<file path="src/hdl/bounding_sphere_fit_core_assert.svh">
// Assertion macros used by the bounding sphere fit controller
`ifndef BOUNDING_SPHERE_FIT_CORE_ASSERT_SVH
`define BOUNDING_SPHERE_FIT_CORE_ASSERT_SVH

// Same-cycle implication, sampled on clk_i, quiet while rst_ni is low
`define BSF_ASSERT_HOLDS(label, ante, cons, msg) \
  label: assert property (@(posedge clk_i) disable iff (!rst_ni) (ante) |-> (cons)) \
    else $error(msg);

// Next-cycle implication, sampled on clk_i, quiet while rst_ni is low
`define BSF_ASSERT_NEXT(label, ante, cons, msg) \
  label: assert property (@(posedge clk_i) disable iff (!rst_ni) (ante) |=> (cons)) \
    else $error(msg);

`endif

</file>
<file path="src/hdl/bsf_pkg.sv">
// Shared constants, command and status types for the bounding sphere fit core
`default_nettype none

package bsf_pkg;

  localparam int MAX_POINTS = 1024;
  localparam int IDX_W      = $clog2(MAX_POINTS);
  localparam int CNT_W      = $clog2(MAX_POINTS + 1);

  localparam int COORD_W = 32;
  localparam int VTX_W   = 3 * COORD_W;
  localparam int ROOT_W  = COORD_W + 1;
  localparam int DIST_W  = 2 * ROOT_W;
  localparam int NUM_W   = COORD_W + ROOT_W;
  localparam int RAD_W   = 31;

  localparam logic [RAD_W-1:0] RADIUS_MAX = {RAD_W{1'b1}};

  typedef enum logic [1:0] {
    RD_LO,
    RD_HI,
    RD_PT
  } rd_sel_e;

  typedef enum logic [1:0] {
    MUL_NONE,
    MUL_SQ,
    MUL_RR,
    MUL_SCALE
  } mul_op_e;

  typedef enum logic [1:0] {
    ACC_HOLD,
    ACC_CLR,
    ACC_ADD
  } acc_op_e;

  typedef struct packed {
    logic             load_en;
    logic             rd_en;
    rd_sel_e          rd_sel;
    logic [1:0]       axis;
    logic [IDX_W-1:0] pt_idx;
    logic             lo_load;
    logic             seed_mode;
    mul_op_e          mul_op;
    acc_op_e          acc_op;
    logic             sqrt_start;
    logic             seed_pick;
    logic             first_axis;
    logic             d_load;
    logic             delta_load;
    logic             div_start;
    logic             c_update;
    logic             r_grow;
    logic             out_load;
  } cmd_t;

  typedef struct packed {
    logic [CNT_W-1:0] count;
    logic             outside;
    logic             sqrt_busy;
    logic             div_busy;
    logic             out_free;
  } sts_t;

endpackage

`default_nettype wire

</file>
<file path="src/hdl/bsf_ctrl.sv">
// Controller: sequences loading, sphere seeding and the growth pass
`default_nettype none

`include "bounding_sphere_fit_core_assert.svh"

module bsf_ctrl import bsf_pkg::*; (
  input  logic clk_i,
  input  logic rst_ni,
  input  logic in_valid_i,
  input  logic last_vertex_i,
  output logic in_stall_o,
  output cmd_t cmd_o,
  input  sts_t sts_i
);

  typedef enum logic [4:0] {
    ST_IDLE,
    ST_RD_LO,
    ST_RD_HI,
    ST_SQ,
    ST_CMP,
    ST_SQRT_GO,
    ST_SQRT_WAIT,
    ST_PICK,
    ST_G_RD,
    ST_GROW_D,
    ST_GROW_DELTA,
    ST_SCALE,
    ST_DIV_GO,
    ST_DIV_WAIT,
    ST_RGROW,
    ST_NEXT,
    ST_FINISH
  } state_e;

  state_e           state_q;
  logic [1:0]       axis_q;
  logic [1:0]       k_q;
  logic [IDX_W-1:0] pt_q;
  logic             seed_q;
  logic             last_pt;

  assign last_pt    = (CNT_W'(pt_q) + CNT_W'(1)) == sts_i.count;
  assign in_stall_o = state_q != ST_IDLE;

  always_comb begin
    cmd_o            = '0;
    cmd_o.rd_sel     = RD_PT;
    cmd_o.mul_op     = MUL_NONE;
    cmd_o.acc_op     = ACC_HOLD;
    cmd_o.axis       = k_q;
    cmd_o.pt_idx     = pt_q;
    cmd_o.seed_mode  = seed_q;
    cmd_o.first_axis = axis_q == 2'd0;
    case (state_q)
      ST_IDLE:  cmd_o.load_en = in_valid_i;
      ST_RD_LO: begin
        cmd_o.rd_en  = 1'b1;
        cmd_o.rd_sel = RD_LO;
        cmd_o.axis   = axis_q;
      end
      ST_RD_HI: begin
        cmd_o.rd_en   = 1'b1;
        cmd_o.rd_sel  = RD_HI;
        cmd_o.axis    = axis_q;
        cmd_o.lo_load = 1'b1;
      end
      ST_SQ: begin
        // squares are registered in prod_q and enter the sum in the next cycle; r*r rides the last slot
        cmd_o.mul_op = (k_q == 2'd3) ? MUL_RR : MUL_SQ;
        cmd_o.acc_op = (k_q == 2'd0) ? ACC_CLR : ACC_ADD;
      end
      ST_SQRT_GO:    cmd_o.sqrt_start = 1'b1;
      ST_PICK:       cmd_o.seed_pick = 1'b1;
      ST_G_RD: begin
        cmd_o.rd_en  = 1'b1;
        cmd_o.rd_sel = RD_PT;
      end
      ST_GROW_D:     cmd_o.d_load = 1'b1;
      ST_GROW_DELTA: cmd_o.delta_load = 1'b1;
      ST_SCALE:      cmd_o.mul_op = MUL_SCALE;
      ST_DIV_GO:     cmd_o.div_start = 1'b1;
      ST_DIV_WAIT:   cmd_o.c_update = !sts_i.div_busy;
      ST_RGROW:      cmd_o.r_grow = 1'b1;
      ST_FINISH:     cmd_o.out_load = sts_i.out_free;
      default:       cmd_o.load_en = 1'b0;
    endcase
  end

  always_ff @(posedge clk_i or negedge rst_ni) begin
    if (!rst_ni) begin
      state_q <= ST_IDLE;
      axis_q  <= '0;
      k_q     <= '0;
      pt_q    <= '0;
      seed_q  <= 1'b0;
    end else begin
      case (state_q)
        ST_IDLE: begin
          if (in_valid_i && last_vertex_i) begin
            axis_q  <= '0;
            k_q     <= '0;
            seed_q  <= 1'b1;
            state_q <= ST_RD_LO;
          end
        end
        ST_RD_LO: state_q <= ST_RD_HI;
        ST_RD_HI: state_q <= ST_SQ;
        ST_SQ: begin
          k_q <= k_q + 2'd1;
          if (k_q == 2'd3) begin
            state_q <= seed_q ? ST_SQRT_GO : ST_CMP;
          end
        end
        ST_CMP:     state_q <= sts_i.outside ? ST_SQRT_GO : ST_NEXT;
        ST_SQRT_GO: state_q <= ST_SQRT_WAIT;
        ST_SQRT_WAIT: begin
          if (!sts_i.sqrt_busy) begin
            state_q <= seed_q ? ST_PICK : ST_GROW_D;
          end
        end
        ST_PICK: begin
          if (axis_q == 2'd2) begin
            seed_q  <= 1'b0;
            pt_q    <= '0;
            state_q <= ST_G_RD;
          end else begin
            axis_q  <= axis_q + 2'd1;
            state_q <= ST_RD_LO;
          end
        end
        ST_G_RD:       state_q <= ST_SQ;
        ST_GROW_D:     state_q <= ST_GROW_DELTA;
        ST_GROW_DELTA: state_q <= ST_SCALE;
        ST_SCALE:      state_q <= ST_DIV_GO;
        ST_DIV_GO:     state_q <= ST_DIV_WAIT;
        ST_DIV_WAIT: begin
          if (!sts_i.div_busy) begin
            if (k_q == 2'd2) begin
              k_q     <= '0;
              state_q <= ST_RGROW;
            end else begin
              k_q     <= k_q + 2'd1;
              state_q <= ST_SCALE;
            end
          end
        end
        ST_RGROW: state_q <= ST_NEXT;
        ST_NEXT: begin
          if (last_pt) begin
            state_q <= ST_FINISH;
          end else begin
            pt_q    <= pt_q + 1'b1;
            state_q <= ST_G_RD;
          end
        end
        ST_FINISH: begin
          if (sts_i.out_free) begin
            state_q <= ST_IDLE;
          end
        end
        default: state_q <= ST_IDLE;
      endcase
    end
  end

  `BSF_ASSERT_NEXT(a_last_starts_seed, state_q == ST_IDLE && in_valid_i && last_vertex_i, state_q == ST_RD_LO, "last item did not start seeding")
  `BSF_ASSERT_HOLDS(a_units_idle, state_q == ST_IDLE, !sts_i.sqrt_busy && !sts_i.div_busy, "arithmetic unit busy while idle")
  `BSF_ASSERT_HOLDS(a_pt_in_range, state_q == ST_G_RD, CNT_W'(pt_q) < sts_i.count, "growth pass reads past stored vertices")
  `BSF_ASSERT_HOLDS(a_seed_axis_range, seed_q && state_q != ST_IDLE, axis_q != 2'd3, "seed axis out of range")

endmodule

`default_nettype wire

</file>
<file path="config.mk">
export PLATFORM = sky130hd
export DESIGN_NAME = bsf_ctrl
export DESIGN_NICKNAME = d
export VERILOG_FILES = /design/src/hdl/bsf_pkg.sv /design/src/hdl/bsf_ctrl.sv
export VERILOG_INCLUDE_DIRS = /design/src /design/src/hdl
export SDC_FILE = /design/constraint.sdc
export NUM_CORES = 1
export LEC_CHECK = 0
export BUFFER_PORTS_ARGS = -buffer_cell sky130_fd_sc_hd__buf_2
export CORE_ASPECT_RATIO = 1.4
export CORE_MARGIN = 2
export CORE_UTILIZATION = 25
export DETAILED_ROUTE_END_ITERATION = 12
export GPL_TIMING_DRIVEN = 0
export PLACE_DENSITY = 0.56
export SLEW_MARGIN = 20
export SYNTH_ARGS = -nofsm -noshare
export SYNTH_HDL_FRONTEND = slang
export SYNTH_SLANG_ARGS = --single-unit
</file>
<file path="constraint.sdc">
create_clock -name clk_i -period 2.29 [get_ports clk_i]
set_clock_uncertainty 0.1 [all_clocks]
set_input_delay 0.229 -clock clk_i [delete_from_list [all_inputs] [get_ports clk_i]]
set_output_delay 0.229 -clock clk_i [all_outputs]
set_load 0.005 [all_outputs]
</file>
==> Yosys cells after proc, flatten, opt, wreduce, memory -nomap -nowiden <==
Cells that the tools add are included.
{ "totals": {"regBits": 20, "input_bits": 19, "output_inout_bits": 32, "elab_cells": 93} }
{ "op_classes": {"add_sub_neg": 4, "n_eq_ne": 28, "muxes": 40, "reduce_logical": 16} }
{ "op_table": {"columns": ["operator", "count"], "rows": [
  ["$pmux 5 s16", 1],
  ["$eq 5x4->1 const B", 8],
  ["$mux 5", 6],
  ["$eq 5x3->1 const B", 4],
  ["$mux 10", 2],
  ["$pmux 10 s2", 1],
  ["$mux 2", 8],
  ["$ne 2x2->1 const B", 8],
  ["$mux 1", 13],
  ["$mux 4", 3],
  ["$reduce_and 3->1", 4],
  ["$add 10x1->11 const B", 1],
  ["$eq 11x11->1", 1],
  ["$add 10x1->10 const B", 1],
  ["$eq 5x2->1 const B", 2],
  ["$pmux 3 s3", 1],
  ["$pmux 2 s2", 2],
  ["$eq 2x2->1 const B", 3],
  ["$pmux 2 s3", 1],
  ["$eq 5x1->1 const B", 1],
  ["$eq 5x5->1 const B", 1],
  ["$logic_not 5->1", 1],
  ["$reduce_and 5->1", 1],
  ["$reduce_bool 5->1", 1],
  ["9 further kinds", 13]
]} }

==> Logic depth before layout (Yosys ltp) <==
Gate-level depths: netlist (run 1).
{ "depth": {"depth_word": 4, "mapped_depth": 9, "depth_no_buf": 8} }

==> Worst setup path after synthesis (run 1) <==
OpenSTA, ideal clock, no wires.
{ "synth_path": {"path_type": "register -> register", "start": "reg pt_q[0]", "end": "reg pt_q[3]", "setup_ns": 0.126, "arrival_ns": 2.314, "t_required_ns": 2.064, "setup_slack_ns": -0.250, "stages_incl_launch_ff": 10, "n_path_buf": 1, "synth_period_minus_slack_ns": 2.540, "path_cell_list": "dfrtp_1 -> ha_1 -> nand3_1 -> clkbuf_1 -> nor3_1 -> nor4_1 -> nor3b_1 -> or3_4 -> a21oi_4 -> a221o_1"} }
{ "synth_between": {"elab_chain_len": 4, "word_cells_on_any_way": 7, "classes_between": "2 x add/sub; 2 x eq/ne; 2 x mux; 1 x reduce/logical"} }
{ "synth_lines": {"columns": ["item", "line", "text"], "rows": [
  ["start, declared", "bsf_ctrl.sv:39", "logic [IDX_W-1:0] pt_q;"],
  ["start signal, assigned", "bsf_ctrl.sv:153", "pt_q <= pt_q + 1'b1;"],
  ["$add 10x1->11", "bsf_ctrl.sv:43", "assign last_pt = (CNT_W'(pt_q) + CNT_W'(1)) == sts_i.count;"],
  ["$eq 11x11->1", "bsf_ctrl.sv:43", null],
  ["$ne 2x2->1 (no source line)", null, null],
  ["$reduce_and 3->1 (no source line)", null, null]
]} }
Several ways; a longest one is shown, not always the timed one. The select of a mux whose other input is x is not followed.
A chain may end at the register's enable or synchronous reset.

==> Worst setup path in the final report (run 1) <==
{ "layout_path": {"start": "reg pt_q[0]", "end": "reg pt_q[4]"} }
The elaborated chain is that of the path after synthesis.

==> results, run 1 <==
- Derived from the worst setup path, the maximum achievable clock frequency is 397 MHz.
- The via count is 2030.
- The buffer levels on the longest clock path is 2.
- The chip height is between 100 and 150 um.
- Along the worst hold path, the cell count comes to 3.
- STA classifies the critical path startpoint as a register.
- Among all cell types in the netlist, the one instantiated most often is sky130_fd_sc_hd__nand2_1.
- Dividing the final minimum period by the clock period gives 1.10.
- The all-layer global routing usage is 0.149.
- The total area inside the core boundary comes to 7030 um^2.
- The total count of max-transition violations in the final report is 0.
- Entering global routing, the biggest net connects 21 pins.
- The total DRC errors in the routed layout is 0.
- The HPWL reported at the end of detailed placement is roughly 4.3 mm.
- Clock tree synthesis selected as its root buffer the cell sky130_fd_sc_hd__clkbuf_8.
- For this configuration, the core starts out at a cell density of 0.261.
- Yosys mapped a number of flops with a built-in enable equal to 0.
- The final count of hold timing violations is 0.
- The maximum resistive drop on vdd is between 0.0003 and 0.0004 V.
- The most common flop cell mapped by yosys is sky130_fd_sc_hd__dfrtp_1.
- The async set or reset register ratio after synthesis is 1.00.
- A synthesized cell averages 7.94 um^2.
- During placement, the flow inserted port buffers numbering 50.
- In this run the worst path has a maximum fanout of 4.
- The fraction of final layout cells with drive strength greater than 1 is 0.395.
- Summed over all layers, the global routing overflow is 0.
- In this run, the number of DRC markers left after iteration 0 of detailed routing was between 100 and 150.
- The critical path required time is 2.38 ns.
- The number of global-route vias before repair came to 1992.
- The number of buffer and inverter instances along the worst setup path is 2.
- Excluding fillers, the count of instances in the completed layout stands at between 400 and 500.
- The number of cells on the worst reg-to-reg path is 9.
- The routed design has 5.93 mm of wire.
- During I/O placement, the number of pins put on the boundary was 51.
- The checks that failed: negative setup slack.
- Counting flops and latches in the post-synthesis netlist gives 20.
- The floorplan step defined a die boundary enclosing 8050 um^2.
- The synthesized netlist occupies a cell area of approximately 1800 um^2.
- For the pin with the worst max-slew slack, the measured transition is approximately 0.63 ns.
- The final layout net count is 334.
- Power spread over the standard cell area amounts to 1160 nW/um^2.
- The number of antenna violations at the first check in global routing is 0.
- The net count after synthesis is roughly 260.
- The worst register-to-register path begins at pt_q[0].
- The sum of negative setup slack is -2.26 ns.
- The run finished, with violations left.
- Setup repair after global routing could not meet its margin everywhere.
- After synthesis, the cell types taking the most area are sky130_fd_sc_hd__dfrtp_1 27%, sky130_fd_sc_hd__nand2_1 5.5%, sky130_fd_sc_hd__ha_1 5.5%, sky130_fd_sc_hd__nor2_1 4.5%, sky130_fd_sc_hd__o21ai_0 3.8%.
- Among cell families on the critical path, the largest total delay comes from compound AO/OA/AOI/OAI gates.
- The area overhead of the layout relative to synthesis is 38.5%.
- The number of distinct library cell variants in the gate-level netlist after synthesis is 59.
- The critical path goes through buf_4 > and4_2 > a211o_2 > a21oi_2 > o211ai_2 > or3_4 > a21oi_4 > buf_6 > a221o_1.
- In this run the most critical hold path is launched from sts_i[1].
- The worst hold-check slack is 0.202 ns.
- The count of antenna diodes in the layout is 0.
- Counting instances in the post-synthesis netlist gives the leading cell types as 27 x sky130_fd_sc_hd__nand2_1, 22 x sky130_fd_sc_hd__nor2_1, 20 x sky130_fd_sc_hd__dfrtp_1.
- The placed cell count is roughly 380.
- The setup check on the worst reg-to-reg path leaves a slack of -0.23 ns.
- The max-capacitance violation count is 0.
- In this run the static leakage power is roughly 1.1 nW.
- After detailed routing, the number of vias per cell comes to 5.06.
- Once routing completed, OpenROAD measured the worst setup slack at -0.231 ns.
- The H-tree level count is 1.
- The clock slew seen by the registers of the worst setup and hold paths is around 0.08 ns.
- The fraction of the yosys area taken by sequential cells is 0.273.
- The routed length per placed instance is between 10 and 15 um.
- The endpoint kind of the worst setup timing path is a register.
- The first detailed-routing pass took 4 iterations.
- The end of the worst hold path is state_q[3].
- The post-synthesis instance total is 231.
- The arrival time at the worst endpoint is between 2 and 3 ns.
- TritonCTS created 3 clock buffers.
- Of the post-synthesis cell area, the dominant cell type holds 0.273.
- The number of warning messages in the yosys log is 0.
- The floorplan step set the die width to roughly 76 um.
- On the critical path, the stage with the largest delay is an instance of sky130_fd_sc_hd__dfrtp_2.
- The time the final worst path needs with I/O delays and setup is between 2 and 3 ns.
- The global placement routability congestion is 0.912.
- The CTS sink count is 20.
- The critical path start-end classification is reg -> reg.
- Setup violations remaining at the end of the flow were counted as 12.
- The TritonCTS clock tree is built.
- The first global-routing pass estimated approximately 10 mm of wire.
- The critical path's largest stage delay is between 0.4 and 0.5 ns.
- The worst pin sits at a relative slew slack of 0.580.
- The type of the tightest min-delay check is in -> reg.
- The remaining antenna violation count after routing is 0.
- The clock latency on the worst-skew pair is between 0.2 and 0.3 ns.
- In this run the critical register-to-register path is captured at pt_q[4].
- The leading area contributor after synthesis is sky130_fd_sc_hd__dfrtp_1.
- The floorplan has 36 rows.
-- kinds of logic (layout without fill, tap and decap cells) --
kind of cell	Yosys count	in the layout	share of synthesized area
AO/OA/AOI/OAI	55	55	0.217
XOR/XNOR	12	12	0.0614
adder cells (fa/ha/maj)	8	8	0.0546
buffers and inverters	19	94	0.0416
flip-flops	20	20	0.273
multiplexers	2	2	0.0116
AND/OR/NAND/NOR	115	115	0.341
-- registers in the layout, indices dropped and copies added (netlist names) --
| register | cells |
|---|---|
| axis_q | 2 |
| pt_q | 10 |
| state_q | 5 |
| seed_q | 1 |
| k_q | 2 |
-- worst min-delay path: cells and delay by family --
| kind | cells | cell delay [ns] |
|---|---|---|
| and+or+nand+nor | 1 | 0.09 |
| AOI/OAI and AO/OA | 1 | 0.07 |
| buffers and inverters | 1 | 0.12 |
-- power by group --
group	internal, mW	total [mW]	switching, mW
registers	0.499	0.716	0.217
clock network	0.124	0.246	0.122
logic	0.908	1.99	1.08
total	1.53	2.95	1.42
-- how the worst max path moves through the flow --
| stage | from | to | slack (ns) | depth (start not counted) |
|---|---|---|---|---|
| final | pt_q[0] | pt_q[4] | -0.23 | 9 |
| after global routing | pt_q[4] | pt_q[6] | -0.35 | 10 |
| after CTS | pt_q[1] | pt_q[3] | -0.21 | 9 |
| after detailed placement | pt_q[1] | state_q[3] | -0.55 | 7 |
| after global placement | pt_q[1] | state_q[3] | -0.50 | 8 |
| after floorplan | pt_q[2] | state_q[3] | -0.08 | 7 |
-- through the flow --
step                      utilization  instance area (um^2)  setup slack [ns]  total power, mW
after CTS                       0.355                  2490            -0.209             2.89
after detailed placement        0.316                  2220            -0.550             2.42
final                           0.362                  2540            -0.231             2.95
after global routing            0.362                  2540            -0.352             3.25
after floorplan                     -                  1850           -0.0779             1.84
after global placement          0.316                  2220            -0.498             2.41
-- placed cells by master (no fill, tap or decap), types with 4 or more instances in the layout --
cell type,instances
sky130_fd_sc_hd__nor2b_1,5
sky130_fd_sc_hd__o21ai_0,13
sky130_fd_sc_hd__dfrtp_1,14
sky130_fd_sc_hd__nand3_1,4
sky130_fd_sc_hd__or2_2,4
sky130_fd_sc_hd__nor4_1,5
sky130_fd_sc_hd__nor2_1,21
sky130_fd_sc_hd__a221o_1,4
sky130_fd_sc_hd__xnor2_1,7
sky130_fd_sc_hd__nand2_1,25
sky130_fd_sc_hd__nand2b_1,4
sky130_fd_sc_hd__inv_1,8
sky130_fd_sc_hd__buf_2,51
sky130_fd_sc_hd__buf_4,21
sky130_fd_sc_hd__ha_1,7
sky130_fd_sc_hd__clkbuf_1,5
sky130_fd_sc_hd__nor3_1,10
sky130_fd_sc_hd__dfrtp_2,6
sky130_fd_sc_hd__xor2_1,4
sky130_fd_sc_hd__a21oi_1,6
-- final cells by class --
type,count,area [um^2]
well taps,95,119
plain buffers,10,55.1
inverters,8,30.0
repair buffers,72,425
clock buffers,4,45.0
flip-flops and latches,20,508
fillers,772,4490
multi-input cells,192,1360
-- layer usage --
metal,GRT usage,part of all wire,vias to the layer above,routed length (um)
met1,0.170,0.41,963,2440
li1,-,-,997,-
met3,0.0197,0.043,4,256
met5,0,0,-,0
met4,0.0390,0.0059,0,35
met2,0.288,0.54,66,3200
-- timing repair --
action | 4_1_cts | 5_1_grt
setup buffers | 20 | 1
hold buffers | 1 | 0
setup endpoints to repair | 15 | 18
endpoints found under the hold margin | 20 | 0
pin swaps | 13 | 4
gates resized for setup | 20 | 15
Note: power is estimated with default switching activity, not from simulation.
==> run 2, diff against run 1 <==
--- a/config.mk
+++ b/config.mk
@@ -7,7 +7,6 @@
 export NUM_CORES = 1
 export LEC_CHECK = 0
 export BUFFER_PORTS_ARGS = -buffer_cell sky130_fd_sc_hd__buf_2
-export CORE_ASPECT_RATIO = 1.4
 export CORE_MARGIN = 2
 export CORE_UTILIZATION = 25
 export DETAILED_ROUTE_END_ITERATION = 12
==> constraint.sdc (replaced) <==
create_clock -name clk_i -period 2.3 [get_ports clk_i]
set_clock_uncertainty 0.1 [all_clocks]
set_input_delay 0.23 -clock clk_i [delete_from_list [all_inputs] [get_ports clk_i]]
set_output_delay 0.23 -clock clk_i [all_outputs]
set_load 0.005 [all_outputs]
==> results, run 2 (synthesized netlist as in run 1, its figures left out) <==
- The count of TritonRoute iterations in the first routing pass is 4.
- The clock latency on the worst-skew pair is 0.25 ns.
- The time the final worst path needs with I/O delays and setup is approximately 2.5 ns.
- In this run the register-to-register setup slack is -0.21 ns.
- The final wirelength is around 5.5 mm.
- The number of global-route vias before repair is 1817.
- At the worst endpoint, the required time is roughly 2.4 ns.
- In this run the number of H-tree levels came out at 1.
- The routed length per placed instance is 13.7 um.
- The static power due to leakage is about 1.1 nW.
- The CTS sink count is 20.
- The CTS buffer count is 3.
- The residual overflow from global routing is 0.
- Max-cap violations in this run came to 0.
- In this run, placement finished with an instance count of between 300 and 400.
- The largest registers in the layout are pt_q (10), state_q (5).
- The library cell used as clock root buffer is sky130_fd_sc_hd__clkbuf_8.
- Of all nets on the critical path, the largest fanout is 5.
- The pin slew with the least headroom to its limit is approximately 0.69 ns.
- For this run, the total global-route usage over all layers was measured as 0.138.
- The top register by number of flip-flops is pt_q.
- The run finished, with violations left.
- The count of antenna diodes in the layout is 0.
- The number of antenna violations at the first check in global routing is 0.
- Leaving out filler cells and counting taps, the final layout contains 400.
- Hold timing on the final database bottoms out at a slack of about 0.18 ns.
- The leading cell type in the layout, fill and taps excluded is sky130_fd_sc_hd__buf_2.
- The HPWL reported at the end of detailed placement is 3.99 mm.
- The floorplan step set the die width to 89.7 um.
- The largest net degree at the start of global routing is 21.
- The flip-flop count of the largest register, all copies and words added is 10.
- Buffers placed on the I/O ports in this run total 50.
- The total count of max-transition violations in the final report is 0.
- The total DRC errors in the routed layout is 0.
- The first global-routing pass estimated 8.72 mm of wire.
- The number of ports placed on the die boundary is 51.
- The starting density of the core is 0.256.
- Internal power comes to between 1.5 and 2 mW.
- The detailed router finished its first iteration with approximately 120 violations.
- The chip height is 89.7 um.
- OpenSTA, run right after detailed placement, puts the worst setup slack at -0.346 ns.
- The final standard cell utilization of the core is 0.348.
- STA classifies the critical path startpoint as a register.
- The remaining antenna violation count after routing is 0.
- The die covers 8040 um^2.
- TritonCTS built the clock tree.
- The standard-cell row count is 31.
- Setup violations remaining at the end of the flow were counted as 11.
- At the end of the flow, the number of nets in the layout was 329.
- The share of the cycle needed by the critical path after routing is 1.09.
- The layout filler cell count is 804.
- Of the total power, the clock network draws 0.093.
- The relative contribution of sequential cells to total power is 0.243.
- STA classifies the critical path endpoint as a register.
- Of the total power, the share spent switching nets is 0.473.
- The final count of hold timing violations is 0.
- The global placement routability congestion is around 0.84.
- Summed over all nets, the switching power comes to ~1.4 mW.
- The maximum resistive drop on vdd is around 0.00038 V.
- The remaining max-slew budget at the tightest pin is 0.531.
- In the layout the commonest cells are 52 x sky130_fd_sc_hd__buf_2, 25 x sky130_fd_sc_hd__nand2_1, 21 x sky130_fd_sc_hd__nor2_1.
- In this run the power density over the cells is 1170 nW/um^2.
- The checks that failed: negative setup slack.
- The area of the core region is 7180 um^2.
- The fraction of power consumed by combinational cells is 0.664.
- The via count is 1977.
- In this run the worst hold path is classified as in -> reg.
- Setup repair after global routing could not meet its margin everywhere.
- Derived from the worst setup path, the maximum achievable clock frequency is 398 MHz.
- The critical path in this run is classified as reg -> reg.
- Relative to the synthesized area, the layout overhead comes to 36.1%.
- For the final routed database, the setup TNS stands at -1.94 ns.
- The fraction of final layout cells with drive strength greater than 1 is 0.382.
- Dividing the detail-routed via count by the number of cells gives 4.94.
- The buffer levels on the longest clock path is 2.
- The arrival time at the worst endpoint is between 2 and 3 ns.
- The final critical-path setup slack is -0.213 ns.
- After clock tree synthesis, the clock-pin slew on the worst setup and hold paths is roughly 0.080 ns.
-- run 2: power by group through the flow --
stage	logic (mW)	registers [mW]	clock network, mW
6_report	1.94	0.707	0.271
5_1_grt	2.16	0.733	0.304
4_1_cts	1.88	0.685	0.283
3_5_place_dp	1.70	0.694	0
3_3_place_gp	1.67	0.697	0
2_1_floorplan	1.18	0.651	0
-- run 2: through the flow --
step	area, um^2	power (mW)
global route	2500	3.20
floorplan	1850	1.83
detailed placement	2220	2.39
CTS	2440	2.84
global placement	2220	2.37
finish	2500	2.91
-- run 2: layer usage --
| layer | part of all wire | vias up | global-route usage |
|---|---|---|---|
| met5 | 0 | - | 0 |
| met1 | 0.45 | 907 | 0.193 |
| met3 | 0.074 | 8 | 0.0183 |
| met4 | 0.011 | 0 | 0.0285 |
| met2 | 0.46 | 70 | 0.228 |
| li1 | - | 992 | - |
-- run 2: worst paths after layout --
kind | from | endpoint | cells after the start
min in group asynchronous | rst_ni | state_q[1] | 2
worst min-delay path | sts_i[1] | state_q[3] | 3
worst max-delay path | pt_q[0] | pt_q[2] | 9
worst min register to register | axis_q[0] | axis_q[0] | 1
max in group asynchronous | rst_ni | pt_q[3] | 2
worst max register to register | pt_q[0] | pt_q[2] | 9
-- run 2: critical path, stage by stage, from the launching register on --
cell and delay (ns):
sky130_fd_sc_hd__dfrtp_2 0.44, sky130_fd_sc_hd__buf_12 0.12, sky130_fd_sc_hd__nand3_4 0.09, sky130_fd_sc_hd__or4_4 0.46, sky130_fd_sc_hd__xnor2_2 0.16, sky130_fd_sc_hd__o211ai_2 0.16
sky130_fd_sc_hd__or3_4 0.43, sky130_fd_sc_hd__buf_4 0.15, sky130_fd_sc_hd__and3_4 0.14, sky130_fd_sc_hd__mux2i_1 0.16
-- run 2: area by class of cell --
type,instances,area [um^2],share of cell area
multi-input cells,192,1340,0.535
flip-flops and latches,20,510,0.205
repair buffers,67,393,0.157
well taps,99,124,0.0496
clock buffers,4,55.1,0.0221
plain buffers,10,47.5,0.0190
inverters,8,30.0,0.0120
-- run 2: what timing repair did --
| action | CTS | global route |
|---|---|---|
| setup endpoints to repair | 14 | 17 |
| pin swaps | 14 | 4 |
| hold buffers | 1 | 0 |
| hold endpoints to repair | 20 | 0 |
| gates resized for setup | 16 | 11 |
| setup buffers | 12 | 4 |
